**src/rtl/core/led_timed_flash_controller_unit_defines.svh**
```systemverilog
// Assertion macros shared by the LED controller RTL.
`ifndef LED_TIMED_FLASH_CONTROLLER_UNIT_DEFINES_SVH
`define LED_TIMED_FLASH_CONTROLLER_UNIT_DEFINES_SVH

// Same-cycle implication, disabled while reset is asserted.
`define LTFC_ASSERT_SAME(label, clk, rst_n, ante, cons, msg) \
  label: assert property (@(posedge clk) disable iff (!(rst_n)) (ante) |-> (cons)) \
    else $error(msg);

// Next-cycle implication, disabled while reset is asserted.
`define LTFC_ASSERT_NEXT(label, clk, rst_n, ante, cons, msg) \
  label: assert property (@(posedge clk) disable iff (!(rst_n)) (ante) |=> (cons)) \
    else $error(msg);

`endif

```
**src/rtl/core/ltfc_pkg.sv**
```systemverilog
package ltfc_pkg;

  // Field widths
  localparam int unsigned CMD_W    = 3;
  localparam int unsigned IDX_W    = 1;
  localparam int unsigned TIME_W   = 16;
  localparam int unsigned TOTAL_W  = 8;
  localparam int unsigned COUNT_W  = 8;
  localparam int unsigned LEVELS_W = 2;
  localparam int unsigned HP_W     = 8;
  localparam int unsigned BUDGET_W = 10;
  localparam int unsigned MODE_W   = 2;

  // Default LED count
  localparam int unsigned LTFC_NUM_LEDS = 2;

  // Command codes
  localparam logic [CMD_W-1:0] CMD_TICK  = 3'd0;
  localparam logic [CMD_W-1:0] CMD_OFF   = 3'd1;
  localparam logic [CMD_W-1:0] CMD_ON    = 3'd2;
  localparam logic [CMD_W-1:0] CMD_TIMED = 3'd3;
  localparam logic [CMD_W-1:0] CMD_FLASH = 3'd4;

  // LED mode codes
  localparam logic [MODE_W-1:0] MODE_OFF   = 2'd0;
  localparam logic [MODE_W-1:0] MODE_ON    = 2'd1;
  localparam logic [MODE_W-1:0] MODE_FLASH = 2'd2;

endpackage

```
**src/rtl/core/ltfc_in_if.sv**
```systemverilog
interface ltfc_in_if;
  import ltfc_pkg::*;

  logic                 valid;
  logic                 ready;
  logic [CMD_W-1:0]     cmd;
  logic [IDX_W-1:0]     led_index;
  logic [TIME_W-1:0]    time_value;
  logic [TOTAL_W-1:0]   flash_total_time;
  logic [COUNT_W-1:0]   flash_count;

  modport source (
    output valid, cmd, led_index, time_value, flash_total_time, flash_count,
    input  ready
  );

  modport sink (
    input  valid, cmd, led_index, time_value, flash_total_time, flash_count,
    output ready
  );
endinterface

```
**src/rtl/core/ltfc_out_if.sv**
```systemverilog
interface ltfc_out_if;
  import ltfc_pkg::*;

  logic                 valid;
  logic                 ready;
  logic [LEVELS_W-1:0]  led_levels;

  modport source (
    output valid, led_levels,
    input  ready
  );

  modport sink (
    input  valid, led_levels,
    output ready
  );
endinterface

```
**src/rtl/core/led_timed_flash_controller_unit.sv**
```systemverilog
// Latency: a result word is valid in the cycle after its command word is accepted.
// Throughput: one command word per cycle while the result side takes its words;
// the single output register stalls the input only when it is full and not taken.
// Reset (rst_ni low, asynchronous): every LED off and low, all counters zero,
// no result pending.
`include "led_timed_flash_controller_unit_defines.svh"

module led_timed_flash_controller_unit #(
  parameter int unsigned NUM_LEDS = ltfc_pkg::LTFC_NUM_LEDS
) (
  input  logic               clk_i,
  input  logic               rst_ni,
  ltfc_in_if.sink            in_i,
  ltfc_out_if.source         out_o
);
  import ltfc_pkg::*;

  // Per-LED state
  logic [MODE_W-1:0]          mode_q     [NUM_LEDS];
  logic [MODE_W-1:0]          mode_d     [NUM_LEDS];
  logic                       level_q    [NUM_LEDS];
  logic                       level_d    [NUM_LEDS];
  logic [TIME_W-1:0]          cnt_q      [NUM_LEDS];
  logic [TIME_W-1:0]          cnt_d      [NUM_LEDS];
  logic                       timed_q    [NUM_LEDS];
  logic                       timed_d    [NUM_LEDS];
  logic [HP_W-1:0]            hp_q       [NUM_LEDS];
  logic [HP_W-1:0]            hp_d       [NUM_LEDS];
  logic [COUNT_W-1:0]         lim_q      [NUM_LEDS];
  logic [COUNT_W-1:0]         lim_d      [NUM_LEDS];
  logic [COUNT_W-1:0]         done_q     [NUM_LEDS];
  logic [COUNT_W-1:0]         done_d     [NUM_LEDS];
  logic signed [BUDGET_W-1:0] budget_q   [NUM_LEDS];
  logic signed [BUDGET_W-1:0] budget_d   [NUM_LEDS];
  logic                       bud_en_q   [NUM_LEDS];
  logic                       bud_en_d   [NUM_LEDS];

  // Result register
  logic                       out_valid_q;
  logic [LEVELS_W-1:0]        levels_q;
  logic [LEVELS_W-1:0]        levels_d;
  logic [LEVELS_W-1:0]        levels_now;

  logic                       accept;

  // Take a word whenever the result register is empty or being drained
  assign in_i.ready = !out_valid_q || out_o.ready;
  assign accept     = in_i.valid && in_i.ready;

  // Next state of every LED, updated in parallel
  always_comb begin
    logic                       tgt;
    logic                       stop;
    logic [COUNT_W-1:0]         done_inc;
    logic signed [BUDGET_W-1:0] bud_sub;
    for (int i = 0; i < NUM_LEDS; i++) begin
      mode_d[i]   = mode_q[i];
      level_d[i]  = level_q[i];
      cnt_d[i]    = cnt_q[i];
      timed_d[i]  = timed_q[i];
      hp_d[i]     = hp_q[i];
      lim_d[i]    = lim_q[i];
      done_d[i]   = done_q[i];
      budget_d[i] = budget_q[i];
      bud_en_d[i] = bud_en_q[i];

      tgt      = (i < 2) && (in_i.led_index == IDX_W'(i));
      stop     = 1'b0;
      done_inc = done_q[i] + COUNT_W'(1);
      bud_sub  = budget_q[i] - $signed({{(BUDGET_W-HP_W){1'b0}}, hp_q[i]});

      if (in_i.cmd == CMD_TICK) begin
        if (mode_q[i] == MODE_ON) begin
          level_d[i] = 1'b1;
          if (timed_q[i]) begin
            if (cnt_q[i] != '0) begin
              cnt_d[i] = cnt_q[i] - TIME_W'(1);
            end else begin
              mode_d[i]  = MODE_OFF;
              level_d[i] = 1'b0;
            end
          end
        end else if (mode_q[i] == MODE_FLASH) begin
          if (cnt_q[i] != '0) begin
            cnt_d[i] = cnt_q[i] - TIME_W'(1);
          end else begin
            // Half-period elapsed: count the toggle when a limit is set and spend the budget when enabled
            if (lim_q[i] != '0) begin
              done_d[i] = done_inc;
              if (done_inc == lim_q[i]) stop = 1'b1;
            end
            if (bud_en_q[i]) begin
              budget_d[i] = bud_sub;
              if (bud_sub <= 0) stop = 1'b1;
            end
            if (stop) begin
              mode_d[i]  = MODE_OFF;
              level_d[i] = 1'b0;
              cnt_d[i]   = '0;
              lim_d[i]   = '0;
              done_d[i]  = '0;
            end else begin
              level_d[i] = !level_q[i];
              cnt_d[i]   = {{(TIME_W-HP_W){1'b0}}, hp_q[i]};
            end
          end
        end else begin
          mode_d[i]  = MODE_OFF;
          level_d[i] = 1'b0;
        end
      end else if (tgt) begin
        if (in_i.cmd == CMD_OFF || in_i.cmd == CMD_ON || in_i.cmd == CMD_TIMED) begin
          mode_d[i]  = (in_i.cmd == CMD_OFF) ? MODE_OFF : MODE_ON;
          level_d[i] = (in_i.cmd != CMD_OFF);
          timed_d[i] = (in_i.cmd == CMD_TIMED);
          cnt_d[i]   = (in_i.cmd == CMD_TIMED) ? in_i.time_value : '0;
          lim_d[i]   = '0;
          done_d[i]  = '0;
        end else if (in_i.cmd == CMD_FLASH) begin
          mode_d[i]   = MODE_FLASH;
          hp_d[i]     = in_i.time_value[HP_W-1:0];
          cnt_d[i]    = {{(TIME_W-HP_W){1'b0}}, in_i.time_value[HP_W-1:0]};
          budget_d[i] = $signed({{(BUDGET_W-TOTAL_W){1'b0}}, in_i.flash_total_time});
          bud_en_d[i] = (in_i.flash_total_time != '0);
          lim_d[i]    = in_i.flash_count;
          done_d[i]   = '0;
        end
      end
    end
  end

  // Gather the visible levels, before and after the step
  always_comb begin
    for (int b = 0; b < LEVELS_W; b++) begin
      if (b < NUM_LEDS) begin
        levels_d[b]   = level_d[b];
        levels_now[b] = level_q[b];
      end else begin
        levels_d[b]   = 1'b0;
        levels_now[b] = 1'b0;
      end
    end
  end

  // Advance the LED state on each accepted word
  always_ff @(posedge clk_i or negedge rst_ni) begin
    if (!rst_ni) begin
      for (int i = 0; i < NUM_LEDS; i++) begin
        mode_q[i]   <= MODE_OFF;
        level_q[i]  <= 1'b0;
        cnt_q[i]    <= '0;
        timed_q[i]  <= 1'b0;
        hp_q[i]     <= '0;
        lim_q[i]    <= '0;
        done_q[i]   <= '0;
        budget_q[i] <= '0;
        bud_en_q[i] <= 1'b0;
      end
    end else if (accept) begin
      for (int i = 0; i < NUM_LEDS; i++) begin
        mode_q[i]   <= mode_d[i];
        level_q[i]  <= level_d[i];
        cnt_q[i]    <= cnt_d[i];
        timed_q[i]  <= timed_d[i];
        hp_q[i]     <= hp_d[i];
        lim_q[i]    <= lim_d[i];
        done_q[i]   <= done_d[i];
        budget_q[i] <= budget_d[i];
        bud_en_q[i] <= bud_en_d[i];
      end
    end
  end

  // Hold the result word until it is taken
  always_ff @(posedge clk_i or negedge rst_ni) begin
    if (!rst_ni) begin
      out_valid_q <= 1'b0;
    end else if (accept) begin
      out_valid_q <= 1'b1;
    end else if (out_o.ready) begin
      out_valid_q <= 1'b0;
    end
  end

  always_ff @(posedge clk_i) begin
    if (accept) levels_q <= levels_d;
  end

  assign out_o.valid      = out_valid_q;
  assign out_o.led_levels = levels_q;

  // Checks
  `LTFC_ASSERT_NEXT(a_accept_gives_result, clk_i, rst_ni, accept, out_valid_q,
    "accepted word produced no result")
  `LTFC_ASSERT_SAME(a_result_tracks_state, clk_i, rst_ni, out_valid_q,
    levels_q == levels_now, "pending result differs from LED levels")
  `LTFC_ASSERT_SAME(a_off_is_dark, clk_i, rst_ni, mode_q[0] == MODE_OFF,
    level_q[0] == 1'b0, "LED in off mode drives high")

endmodule
```
**src/flat_wrapper.sv**
```systemverilog
// flat-port wrapper written by rule: the top's interface ports become plain ports
module led_timed_flash_controller_unit_flat import ltfc_pkg::*;
#(
  parameter int unsigned NUM_LEDS = ltfc_pkg::LTFC_NUM_LEDS
)
  (clk_i, rst_ni, in_i_valid, in_i_cmd, in_i_led_index, in_i_time_value, in_i_flash_total_time, in_i_flash_count, in_i_ready, out_o_valid, out_o_led_levels, out_o_ready);
  ltfc_in_if in_i_i ();
  ltfc_out_if out_o_i ();
  input  logic clk_i;
  input  logic rst_ni;
  input wire logic [$bits(in_i_i.valid)-1:0] in_i_valid;
  input wire logic [$bits(in_i_i.cmd)-1:0] in_i_cmd;
  input wire logic [$bits(in_i_i.led_index)-1:0] in_i_led_index;
  input wire logic [$bits(in_i_i.time_value)-1:0] in_i_time_value;
  input wire logic [$bits(in_i_i.flash_total_time)-1:0] in_i_flash_total_time;
  input wire logic [$bits(in_i_i.flash_count)-1:0] in_i_flash_count;
  output wire logic [$bits(in_i_i.ready)-1:0] in_i_ready;
  output wire logic [$bits(out_o_i.valid)-1:0] out_o_valid;
  output wire logic [$bits(out_o_i.led_levels)-1:0] out_o_led_levels;
  input wire logic [$bits(out_o_i.ready)-1:0] out_o_ready;
  assign in_i_i.valid = in_i_valid;
  assign in_i_i.cmd = in_i_cmd;
  assign in_i_i.led_index = in_i_led_index;
  assign in_i_i.time_value = in_i_time_value;
  assign in_i_i.flash_total_time = in_i_flash_total_time;
  assign in_i_i.flash_count = in_i_flash_count;
  assign in_i_ready = in_i_i.ready;
  assign out_o_valid = out_o_i.valid;
  assign out_o_led_levels = out_o_i.led_levels;
  assign out_o_i.ready = out_o_ready;
  led_timed_flash_controller_unit #(.NUM_LEDS(NUM_LEDS)) u_core (.clk_i(clk_i), .rst_ni(rst_ni), .in_i(in_i_i), .out_o(out_o_i));
endmodule
```
**config.mk**
```make
export PLATFORM = sky130hd
export DESIGN_NAME = led_timed_flash_controller_unit_flat
export DESIGN_NICKNAME = d
export VERILOG_FILES = /design/src/rtl/core/ltfc_pkg.sv /design/src/rtl/core/ltfc_in_if.sv /design/src/rtl/core/ltfc_out_if.sv /design/src/rtl/core/led_timed_flash_controller_unit.sv /design/src/flat_wrapper.sv
export VERILOG_INCLUDE_DIRS = /design/src /design/src/rtl/core
export SDC_FILE = /design/constraint.sdc
export NUM_CORES = 1
export LEC_CHECK = 0
export BUFFER_PORTS_ARGS = -buffer_cell sky130_fd_sc_hd__buf_4
export CAP_MARGIN = 20
export CORE_MARGIN = 4
export CORE_UTILIZATION = 50
export DETAILED_ROUTE_END_ITERATION = 6
export PLACE_DENSITY = 0.7
export SLEW_MARGIN = 20
export SYNTH_ARGS = -nofsm -noshare
export SYNTH_HDL_FRONTEND = slang
export SYNTH_SLANG_ARGS = --single-unit
```
**constraint.sdc**
```tcl
create_clock -name clk_i -period 2.9 [get_ports clk_i]
set_input_delay 0.145 -clock clk_i [delete_from_list [all_inputs] [get_ports clk_i]]
set_output_delay 0.145 -clock clk_i [all_outputs]
set_load 0.05 [all_outputs]
```
After elaboration in Yosys (flattened, before gate mapping). Cells that the tools add are included.

Bits in read-only memories: 0. Register bits after elaboration: 113. Latch bits: 0. Memories: 0. Output and inout port bits: 4. Logic and storage cells: 217. RAM bits: 0.

Order comparisons: 2. Multipliers: 0. Muxes and demuxes: 118. Reductions and logical operators: 31. Divide/modulo/power cells: 0. Bitwise gates (word level): 3. $add $sub $neg: 6. Shift operators: 0. Eq/ne operators: 37.

Operator list (number): $mux W16 (17); $mux W8 (32); $mux W10 (14); $reduce_and A7 Y1 (6); $mux W1 (37); $mux W2 (18); $reduce_bool A16 Y1 (2); $sub A16 B1 Y16 const B (2); $ne A3 B3 Y1 const B (8); $reduce_bool A8 Y1 (3); $le A10 B1 Y1 const B (2); $sub A10 B9 Y10 (2); $add A8 B1 Y8 const B (2); $eq A8 B8 Y1 (2); $reduce_and A8 Y1 (2); $ne A2 B1 Y1 const B (6); $ne A2 B2 Y1 const B (6); $reduce_and A6 Y1 (2); $reduce_and A5 Y1 (2); $ne A3 B1 Y1 const B (3); $reduce_and A4 Y1 (2); $eq A3 B2 Y1 const B (2); $ne A3 B2 Y1 const B (2); $reduce_bool A2 Y1 (3); 12 further kinds (20).

Depth between registers and ports, before layout. Gate-level depths: netlist of the first run.

Word-level depth: 15. Gate-level depth with buffers: 13.

Worst setup path after synthesis of the first run. OpenSTA, ideal clock, no wires.

Kind: register -> register. From: register u_core.hp_q[0] (netlist bit). To: register u_core.lim_q[6] (netlist bit). Period minus slack after synthesis: 2.879 ns. Setup slack: 0.021 ns. Stages on the path, launching flop included: 12. Path buffers: 2. Data arrival time: 2.754 ns. Setup time: 0.125 ns. Required time: 2.775 ns. Cells stage by stage: dfrtp_1 ha_1 fa_1 nand2b_1 a21oi_1 o32a_1 nand2_1 and4_4 o31a_1 buf_6 buf_6 mux2_4.

Longest elaborated chain between the ends: 10.

Ends and longest elaborated chain: start: declaration (line led_timed_flash_controller_unit.sv:27) `logic [HP_W-1:0] hp_q [NUM_LEDS];`; start signal: indexed assignment (line led_timed_flash_controller_unit.sv:165) `hp_q[i] <= hp_d[i];`; $sub A10 B9 Y10 (line led_timed_flash_controller_unit.sv:70) `bud_sub = budget_q[i] - $signed({{(BUDGET_W-HP_W){1'b0}}, hp_q[i]});`; $le A10 B1 Y1 (line led_timed_flash_controller_unit.sv:94) `if (bud_sub <= 0) stop = 1'b1;`; $mux W1 (line led_timed_flash_controller_unit.sv:94); $mux W1 (line led_timed_flash_controller_unit.sv:92) `if (bud_en_q[i]) begin`; $mux W1 (line led_timed_flash_controller_unit.sv:84) `if (cnt_q[i] != '0) begin`; $mux W1 (line led_timed_flash_controller_unit.sv:83) `end else if (mode_q[i] == MODE_FLASH) begin`; $mux W1 (line led_timed_flash_controller_unit.sv:73) `if (mode_q[i] == MODE_ON) begin`; $mux W1 (line led_timed_flash_controller_unit.sv:72) `if (in_i.cmd == CMD_TICK) begin`; $ne A2 B2 Y1 (no line); $reduce_and A7 Y1 (no line); end signal: indexed assignment (line led_timed_flash_controller_unit.sv:166) `lim_q[i] <= lim_d[i];`; end: declaration (line led_timed_flash_controller_unit.sv:29) `logic [COUNT_W-1:0] lim_q [NUM_LEDS];`.

Every way passes these cells. The select of a mux whose other input is x is not followed. A chain may end at the register's enable or synchronous reset.

==> results.json, run 1 <==
{
  "area_delta_synth_final_pct": 26.0,
  "final_net_count": 1009,
  "synth_edf_count": 2,
  "finClkSkew_ns": 0.00878,
  "ir_drop_v": 0.000522,
  "coreArea_um2": 14500,
  "antenna_found_initial": 0,
  "yosys_warnings": 0,
  "synth_cell_types": 73,
  "die_w_um": 129,
  "dieArea_um2": 16800,
  "hp-class": "input pin to flop",
  "slowest_delay_ns": 0.43,
  "post-route-min-period_ns": 2.86,
  "start_kind": "flop",
  "drt_iter0_markers": 580,
  "power_density_nw_per_um2": 844,
  "critical_path.cell_chain": "ha_4, a21o_1, buf_6, or4_4, o22ai_4, xnor2_2, and4_4, or2_4, o21ai_1, a221o_1",
  "io-pin-count": 44,
  "synth.most_common_cell": "dfrtp_1",
  "root_buffer": "clkbuf_16",
  "grt_max_degree": 71,
  "drive_gt1_frac": 0.243,
  "cts_buffers": 17,
  "synth_common_cells": "dfrtp_1 (111), nand2_1 (89), o21ai_0 (85), nor2_1 (78), a21oi_1 (54)",
  "startpoint": "u_core.budget_q[4]$_DFFE_PN0P_",
  "netlist_instances": 853,
  "synth_top_area_cell": "dfrtp_1",
  "tightestPinTransition_ns": 0.867,
  "wl_per_cell_um": 18.0,
  "r2r_slack_ns": 0.04,
  "p_leak_uw": 0.00391,
  "synth.cell_area_um2": 7370,
  "clk-insertion-delay-late_ns": 0.42,
  "chipHeight_um": 129,
  "max_freq_mhz": 350,
  "critPathRequiredTime_ns": 3.06,
  "htree_levels": 4,
  "worst-path-stages": 10,
  "finalCritPeriodShare": 0.985,
  "cts_tree": "done",
  "grt_pass1_wl_um": 32300,
  "clkSinkCount": 113,
  "rows": 44,
  "syn_nets": 919,
  "track_usage": 0.243,
  "cap_violations": 0,
  "path_class": "flop to flop",
  "rr_endpoint": "u_core.out_o.led_levels[1]$_DFFE_PP_",
  "vias": 6903,
  "endpoint": "u_core.out_o.led_levels[1]$_DFFE_PP_",
  "clk_pin_slew_worst_paths_ns": 0.06,
  "finalHoldViolations": 0,
  "dr.pass1.iters": 5,
  "postRouteAntennaNets": 0,
  "drc_errors": 0,
  "endpoint_kind": "flop",
  "rsz0062_at_grt": "true",
  "arrival_ns": 3.02,
  "synth_area_leaders": "dfrtp_1 (38%), o21ai_0 (5.8%), nand2_1 (4.5%)",
  "synth_top_area_frac": 0.377,
  "synth_ff_type": "dfrtp_1",
  "status": "finished clean",
  "ys_async_sr_fraction": 0.982,
  "diodes": 0,
  "syn_avg_cell_area_um2": 8.64,
  "gp_congestion": 0.876,
  "fillers": 1187,
  "drv_slew": 0,
  "seq_area_frac_synth": 0.385,
  "io_buffers": 43,
  "overflow": 0,
  "grt_pass1_vias": 6531,
  "worst-path-buf-inv": 1,
  "finalWirelength_um": 20500,
  "start_util": 0.509,
  "total_power_uw": 7840,
  "r2r-start": "u_core.budget_q[4]$_DFFE_PN0P_",
  "setup_viol": 0,
  "hold_slack_ns": 0.0162,
  "critPathMaxFanout": 6,
  "cpLargestDelayFamily": "simple AND/OR/NAND/NOR gates",
  "ys_ff_latch": 113,
  "slowest_stage": "or4_4",
  "maxSlewHeadroom": 0.422,
  "cts_buffer_depth": 2,
  "dp_hpwl_um": 14200,
  "avgViaCountPerCell": 6.06,
  "reg2reg_depth": 10
}
## sequential cells by signal, indices dropped and copies added, names as in the netlist
signal,flops
u_core.cnt_q,32
u_core.out_o.led_levels,2
u_core.bud_en_q,2
u_core.budget_q,20
u_core.level_q,2
u_core.mode_q,4
u_core.hp_q,16
u_core.lim_q,16
u_core.out_o.valid,1
u_core.timed_q,2
u_core.done_q,16
## logic make-up after synthesis
group / Yosys count / share of synthesized area
simple gates: 306 / 0.200
compound gates: 256 / 0.228
flops: 113 / 0.385
buf+inv: 80 / 0.0451
xor+xnor: 42 / 0.0499
mux: 30 / 0.0460
fa+ha+maj: 26 / 0.0462
## metal layers
layer  share of wire  GRT usage
met5               0          0
met4           0.014     0.0642
met3           0.053     0.0470
met2            0.49      0.403
met1            0.44      0.329
## power by group
part / switching (uW) / internal [uW]
clock network: 786 / 1690
registers: 324 / 1900
logic: 1610 / 1530
## worst min path at each step
stage | from | end | depth (start not counted)
after global routing | in_i_time_value[1] | u_core.hp_q[9]$_DFFE_PN0P_ | 2
after floorplan | rst_ni | u_core.bud_en_q[0]$_DFFE_PN0P_ | 0
after CTS | in_i_time_value[6] | u_core.hp_q[14]$_DFFE_PN0P_ | 2
after global placement | rst_ni | u_core.hp_q[3]$_DFFE_PN0P_ | 1
after detailed placement | rst_ni | u_core.hp_q[3]$_DFFE_PN0P_ | 1
final | in_i_time_value[1] | u_core.hp_q[9]$_DFFE_PN0P_ | 2
## timing repair
item / CTS / global route
resized for setup: 8 / 67
buffers inserted: 1 / 10
endpoints found under the setup margin: 37 / 47
hold buffers: 4 / 1
pin swaps: 7 / 19
endpoints found under the hold margin: 46 / 1
## per-stage QoR
step                      TNS, ns  instance area [um^2]  cells  utilization  setup slack, ns
final                           0                  9290   1140        0.642           0.0448
after global routing        -1.40                  9290   1140        0.642          -0.0984
after CTS                       0                  8940   1129        0.618          0.00396
after detailed placement    -2.01                  8170   1092        0.564           -0.124
after global placement     -0.778                  8170   1092        0.564          -0.0806
after floorplan                 0                  7370    853            -           0.0209
## placed cells by master, fill, tap and decap left out, types with 5 or more instances in the layout
cell type	n
dfrtp_1	110
buf_4	90
nand2_1	88
o21ai_0	78
nor2_1	75
a21oi_1	47
inv_1	43
mux2_2	27
nand3_1	25
xnor2_1	22
ha_1	19
xor2_1	17
nor3_1	17
clkbuf_16	17
a22o_1	16
nor4_1	15
nand4_1	13
and2_1	13
a22oi_1	10
a31oi_1	9
nor2b_1	8
o31ai_1	8
or2_2	7
o21ai_1	7
a21oi_2	7
bufinv_16	7
buf_6	7
nand2b_1	6
nand3b_1	6
or3_1	6
o31a_1	6
o41ai_1	5
and3_1	5
o21a_1	5
a41oi_2	5
dlygate4sd3_1	5
## layout make-up
class | instances | area (um^2) | area share
Timing Repair Buffer | 106 | 885 | 0.0952
Multi-Input combinational cell | 660 | 4480 | 0.482
Inverter | 45 | 169 | 0.0182
Clock buffer | 17 | 425 | 0.0458
Tap cell | 184 | 230 | 0.0248
Sequential cell | 113 | 2840 | 0.306
Clock inverter | 15 | 264 | 0.0284
No activity file was read; power rests on OpenSTA's default activity.
==> run 2, diff against run 1 <==
Settings changed: CORE_ASPECT_RATIO set to 1.75.
==> results.json, run 2 (same netlist as run 1, synthesis figures left out) <==
{
  "status": "finished, violations left",
  "violations": "negative setup slack",
  "cts_buffers": 17,
  "gp_congestion": 0.910,
  "path_class": "flop to flop",
  "postRouteAntennaNets": 0,
  "start_util": 0.511,
  "drc_errors": 0,
  "grt_pass1_wl_um": 35100,
  "hp-class": "input pin to flop",
  "antenna_found_initial": 0,
  "pwr-share-clk": 0.286,
  "fin_setup_tns_ns": -0.136,
  "post-route-min-period_ns": 2.93,
  "clkSinkCount": 113,
  "endpoint_kind": "flop",
  "finClkSkew_ns": 0.0108,
  "htree_levels": 4,
  "fin_ws_ns": -0.0334,
  "maxSlewHeadroom": 0.404,
  "seq_power_share": 0.287,
  "layout_common_cells": "dfrtp_1 (111), buf_4 (107), nand2_1 (86)",
  "overflow": 0,
  "grt_pass1_vias": 7040,
  "arrival_ns": 3.11,
  "io_buffers": 43,
  "cts_tree": "done",
  "p_switching_uw": 2840,
  "root_buffer": "clkbuf_16",
  "power_density_nw_per_um2": 823,
  "drive_gt1_frac": 0.249,
  "internal-power_uw": 4880,
  "rows": 58,
  "r2r_slack_ns": -0.03,
  "wl_per_cell_um": 19.0,
  "slowest_stage": "or3_4",
  "area_delta_synth_final_pct": 27.2,
  "reg_top3": "u_core.cnt_q x32, u_core.budget_q x20",
  "regMostFlops": "u_core.cnt_q",
  "dr.pass1.iters": 5,
  "cts_buffer_depth": 2,
  "finalWirelength_um": 21900,
  "finalCritPeriodShare": 1.01,
  "coreArea_um2": 14400,
  "finalHoldViolations": 0,
  "clk-insertion-delay-late_ns": 0.42,
  "regArea_um2": 2840,
  "io-pin-count": 44,
  "diodes": 0,
  "vias": 7033,
  "dieArea_um2": 16800,
  "multi_input_area_um2": 4500,
  "grt_max_degree": 112,
  "cap_violations": 0,
  "cpLargestDelayFamily": "simple AND/OR/NAND/NOR gates",
  "p_comb_frac": 0.427,
  "dp_hpwl_um": 15700,
  "chipHeight_um": 169,
  "tightestPinTransition_ns": 0.894,
  "critical_path.cell_chain": "inv_1, ha_1, nand2b_1, a211oi_2, or3_4, a2111oi_4, buf_4, and4_4, or2_4, o21ai_2, a221o_1",
  "largest_reg_flops": 32,
  "layout_commonest_cell": "dfrtp_1",
  "critPathRequiredTime_ns": 3.08,
  "critPathMaxFanout": 3,
  "pre_cts_slack_ns": -0.217,
  "clk_pin_slew_worst_paths_ns": 0.06,
  "avgViaCountPerCell": 6.09,
  "slowest_delay_ns": 0.41,
  "start_kind": "flop",
  "fillers": 1183,
  "ir_drop_v": 0.000428,
  "max_freq_mhz": 341,
  "die_w_um": 99.8,
  "drt_iter0_markers": 429,
  "setup_viol": 11,
  "worst-path-buf-inv": 2,
  "p_leak_uw": 0.00399,
  "p_sw_frac": 0.368,
  "drv_slew": 0,
  "track_usage": 0.262,
  "rsz0062_at_grt": "true",
  "final_net_count": 1027
}
-- run 2: cell count changes in the layout (fill, tap and decap cells not counted), moves of 3 or more --
cell and delta:
buf_4 +17, dlygate4sd3_1 +3, inv_6 +4, mux2_2 -6
bufinv_16 -4, buf_6 -4, mux2_4 +6
-- run 2: layout make-up --
class,instances,share of cell area
Clock inverter,14,0.0189
Inverter,45,0.0180
Tap cell,180,0.0240
Multi-Input combinational cell,660,0.479
Sequential cell,113,0.302
Clock buffer,18,0.0468
Timing Repair Buffer,124,0.111
-- run 2: routing by layer --
metal / global-route usage / vias to the layer above / routed length (um)
met3: 0.0408 / 70 / 787
met2: 0.486 / 192 / 12100
met5: 0 / - / 0
met4: 0.133 / 0 / 941
li1: - / 3313 / -
met1: 0.282 / 3458 / 8120
-- run 2: metrics by stage --
| stage | total power, uW | std cells | util | hold slack, ns | area [um^2] |
|---|---|---|---|---|---|
| 6_report | 7720 | 1154 | 0.650 | 0.00694 | 9380 |
| 5_1_grt | 8150 | 1154 | 0.650 | 0.00855 | 9380 |
| 4_1_cts | 7270 | 1146 | 0.626 | 0.00168 | 9050 |
| 3_5_place_dp | 4950 | 1106 | 0.575 | 0.286 | 8300 |
| 3_3_place_gp | 4920 | 1106 | 0.575 | 0.283 | 8300 |
| 2_1_floorplan | 3910 | 853 | - | -0.151 | 7370 |
-- run 2: what timing repair did --
item | CTS | global route
hold endpoints to repair | 121 | 0
setup buffers | 0 | 7
hold buffers | 8 | 0
resized for setup | 13 | 64
gates cloned | 0 | 1
setup endpoints to repair | 43 | 52
pin swaps | 3 | 24
-- run 2: path summary, 6_finish.rpt --
path | from | end | cells past startpoint
setup / recovery | u_core.hp_q[1]$_DFFE_PN0P_ | u_core.out_o.led_levels[1]$_DFFE_PP_ | 11
hold / removal | in_i_led_index | u_core.timed_q[1]$_DFFE_PN0P_ | 2
setup reg to reg | u_core.hp_q[1]$_DFFE_PN0P_ | u_core.out_o.led_levels[1]$_DFFE_PP_ | 11
hold reg to reg | u_core.budget_q[15]$_DFFE_PN0P_ | u_core.budget_q[15]$_DFFE_PN0P_ | 1
max in group asynchronous | rst_ni | u_core.lim_q[3]$_DFFE_PN0P_ | 3
min in group asynchronous | rst_ni | u_core.cnt_q[0]$_DFFE_PN0P_ | 3
-- run 2: worst register-to-register path, stage by stage (launching register included) --
cell	delay [ns]
dfrtp_1	0.40
inv_1	0.06
ha_1	0.27
nand2b_1	0.12
a211oi_2	0.12
or3_4	0.41
a2111oi_4	0.35
buf_4	0.16
and4_4	0.24
or2_4	0.14
o21ai_2	0.07
a221o_1	0.35
-- run 2: power by group through the flow --
stage / combinational (uW) / clock (uW) / sequential [uW]
after floorplan: 1770 / 0 / 2140
final: 3290 / 2210 / 2220
after global routing: 3600 / 2290 / 2260
after detailed placement: 2720 / 0 / 2230
after global placement: 2700 / 0 / 2220
after CTS: 2840 / 2230 / 2200
==> run 3, diff against run 2 <==
Settings changed: REMOVE_ABC_BUFFERS set to 1.
==> results.json, run 3 (same netlist as run 1, synthesis figures left out) <==
{
  "power_density_nw_per_um2": 832,
  "io-pin-count": 44,
  "critical_path.cell_chain": "ha_4, fa_1, nand3_1, a21oi_1, o2111ai_1, a211oi_1, o311ai_1, o311a_4, buf_6, a41oi_2, a21oi_1",
  "overflow": 0,
  "hp-class": "input pin to flop",
  "fin_ws_ns": -0.00145,
  "final_net_count": 1021,
  "gp_congestion": 0.942,
  "ir_drop_v": 0.000508,
  "layout_common_cells": "dfrtp_1 (111), buf_4 (107), nand2_1 (89)",
  "grt_pass1_wl_um": 34900,
  "tightestPinTransition_ns": 0.627,
  "max_freq_mhz": 345,
  "dieArea_um2": 16800,
  "hold_slack_ns": 0.0110,
  "arrival_ns": 3.19,
  "slowest_stage": "fa_1",
  "use_met3": 0.0408,
  "violations": "negative setup slack",
  "dr.pass1.iters": 6,
  "drv_slew": 0,
  "regArea_um2": 2840,
  "avgViaCountPerCell": 6.07,
  "status": "finished, violations left",
  "drc_errors": 0,
  "dpl.cell_count": 1102,
  "grt.met2_usage": 0.484,
  "vias": 6974,
  "dpl_cell_area_um2": 8260,
  "cts_tree": "done",
  "busiest_layer": "met2",
  "io_buffers": 43,
  "critPathRequiredTime_ns": 3.19,
  "finalWirelength_um": 22100,
  "cpLargestDelayFamily": "compound AO/OA/AOI/OAI gates",
  "p_leak_uw": 0.00393,
  "clk_pin_slew_worst_paths_ns": 0.06,
  "coreArea_um2": 14400,
  "clkSinkCount": 113,
  "path_class": "flop to flop",
  "finalNonFillerCells": 1148,
  "layout_commonest_cell": "dfrtp_1",
  "track_usage": 0.262,
  "cts_buffer_depth": 2,
  "antenna_found_initial": 0,
  "worst-path-buf-inv": 1,
  "finalCritPeriodShare": 1.00,
  "root_buffer": "clkbuf_16",
  "drt_iter0_markers": 349,
  "critPathMaxFanout": 6,
  "cap_violations": 0,
  "diodes": 0,
  "final_area_um2": 9220,
  "wl_per_cell_um": 19.3,
  "reg_top3": "u_core.cnt_q x32, u_core.budget_q x20",
  "htree_levels": 4,
  "dp_hpwl_um": 16000,
  "postRouteAntennaNets": 0,
  "die_w_um": 99.8,
  "start_util": 0.511,
  "endpoint_kind": "flop",
  "cts_buffers": 17,
  "total_power_uw": 7680,
  "area_delta_synth_final_pct": 25.1,
  "rsz0062_at_grt": "true",
  "cp_common_cell": "a21oi_1",
  "drive_gt1_frac": 0.230,
  "slowest_delay_ns": 0.55,
  "grt_pass1_vias": 6985,
  "finalHoldViolations": 0,
  "finClkSkew_ns": 0.0134,
  "fillers": 1213,
  "start_kind": "flop",
  "regMostFlops": "u_core.cnt_q",
  "maxSlewHeadroom": 0.582,
  "chipHeight_um": 169,
  "grt_use_met1": 0.272,
  "clk-insertion-delay-late_ns": 0.42,
  "largest_reg_flops": 32,
  "post-route-min-period_ns": 2.90,
  "multi_input_area_um2": 4400,
  "setup_viol": 1,
  "rows": 58,
  "grt_max_degree": 54
}
[run 3: cell types whose count changed in the layout (fill, tap and decap cells not counted), moves of 3 or more]
cell	delta
mux2_2	+6
mux2_4	-6
dlygate4sd3_1	-4
a21oi_2	-4
xor2_1	+3
xor2_2	-3
ha_4	+3
inv_6	-3
a21oi_1	+4
nand2_1	+3
[run 3: per-stage QoR]
stage                     worst slack [ns]  TNS [ns]   util
final                             -0.00145  -0.00145  0.639
after global routing               -0.0674    -0.927  0.639
after CTS                          0.00685         0  0.624
after detailed placement            -0.217     -3.91  0.572
after global placement              -0.213     -3.03  0.572
after floorplan                     -0.520    -10.04      -
[run 3: area by class of cell]
type | count | share of cell area
Clock buffer | 20 | 0.0495
Clock inverter | 12 | 0.0197
Inverter | 45 | 0.0183
Multi-Input combinational cell | 660 | 0.478
Sequential cell | 113 | 0.308
Tap cell | 180 | 0.0244
Timing Repair Buffer | 118 | 0.103
[run 3: path summary, 6_finish.rpt]
check | from | end | slack [ns] | cells past startpoint
setup / recovery | u_core.hp_q[8]$_DFFE_PN0P_ | u_core.cnt_q[22]$_DFFE_PN0P_ | -0.001 | 11
hold / removal | in_i_time_value[11] | u_core.cnt_q[11]$_DFFE_PN0P_ | 0.01 | 3
setup reg to reg | u_core.hp_q[8]$_DFFE_PN0P_ | u_core.cnt_q[22]$_DFFE_PN0P_ | -0.001 | 11
hold reg to reg | u_core.cnt_q[8]$_DFFE_PN0P_ | u_core.cnt_q[8]$_DFFE_PN0P_ | 0.51 | 1
max in group asynchronous | rst_ni | u_core.timed_q[1]$_DFFE_PN0P_ | 1.90 | 3
min in group asynchronous | rst_ni | u_core.cnt_q[18]$_DFFE_PN0P_ | 0.19 | 2
[run 3: routing by layer]
layer | share of wire | vias up
met1 | 0.36 | 3327
met3 | 0.047 | 90
met2 | 0.53 | 237
met4 | 0.066 | 0
li1 | - | 3320
met5 | 0 | -
[run 3: power breakdown]
group	internal, uW	total [uW]	switching [uW]
registers	1900	2240	338
clock network	1490	2280	790
logic	1520	3160	1640
[run 3: timing repair]
item	4_1_cts	5_1_grt
cloned	1	0
hold buffers	4	0
pin swaps	6	15
setup buffers	1	9
gates resized for setup	14	35
hold endpoints to repair	28	0
setup endpoints to repair	48	47
[run 3: worst reg2reg max path, delay by kind of cell (launching register included)]
kind | cells | cell delay, ns
flops | 1 | 0.40
compound gates | 7 | 1.39
buf+inv | 1 | 0.17
fa+ha+maj | 2 | 0.73
simple gates | 1 | 0.09
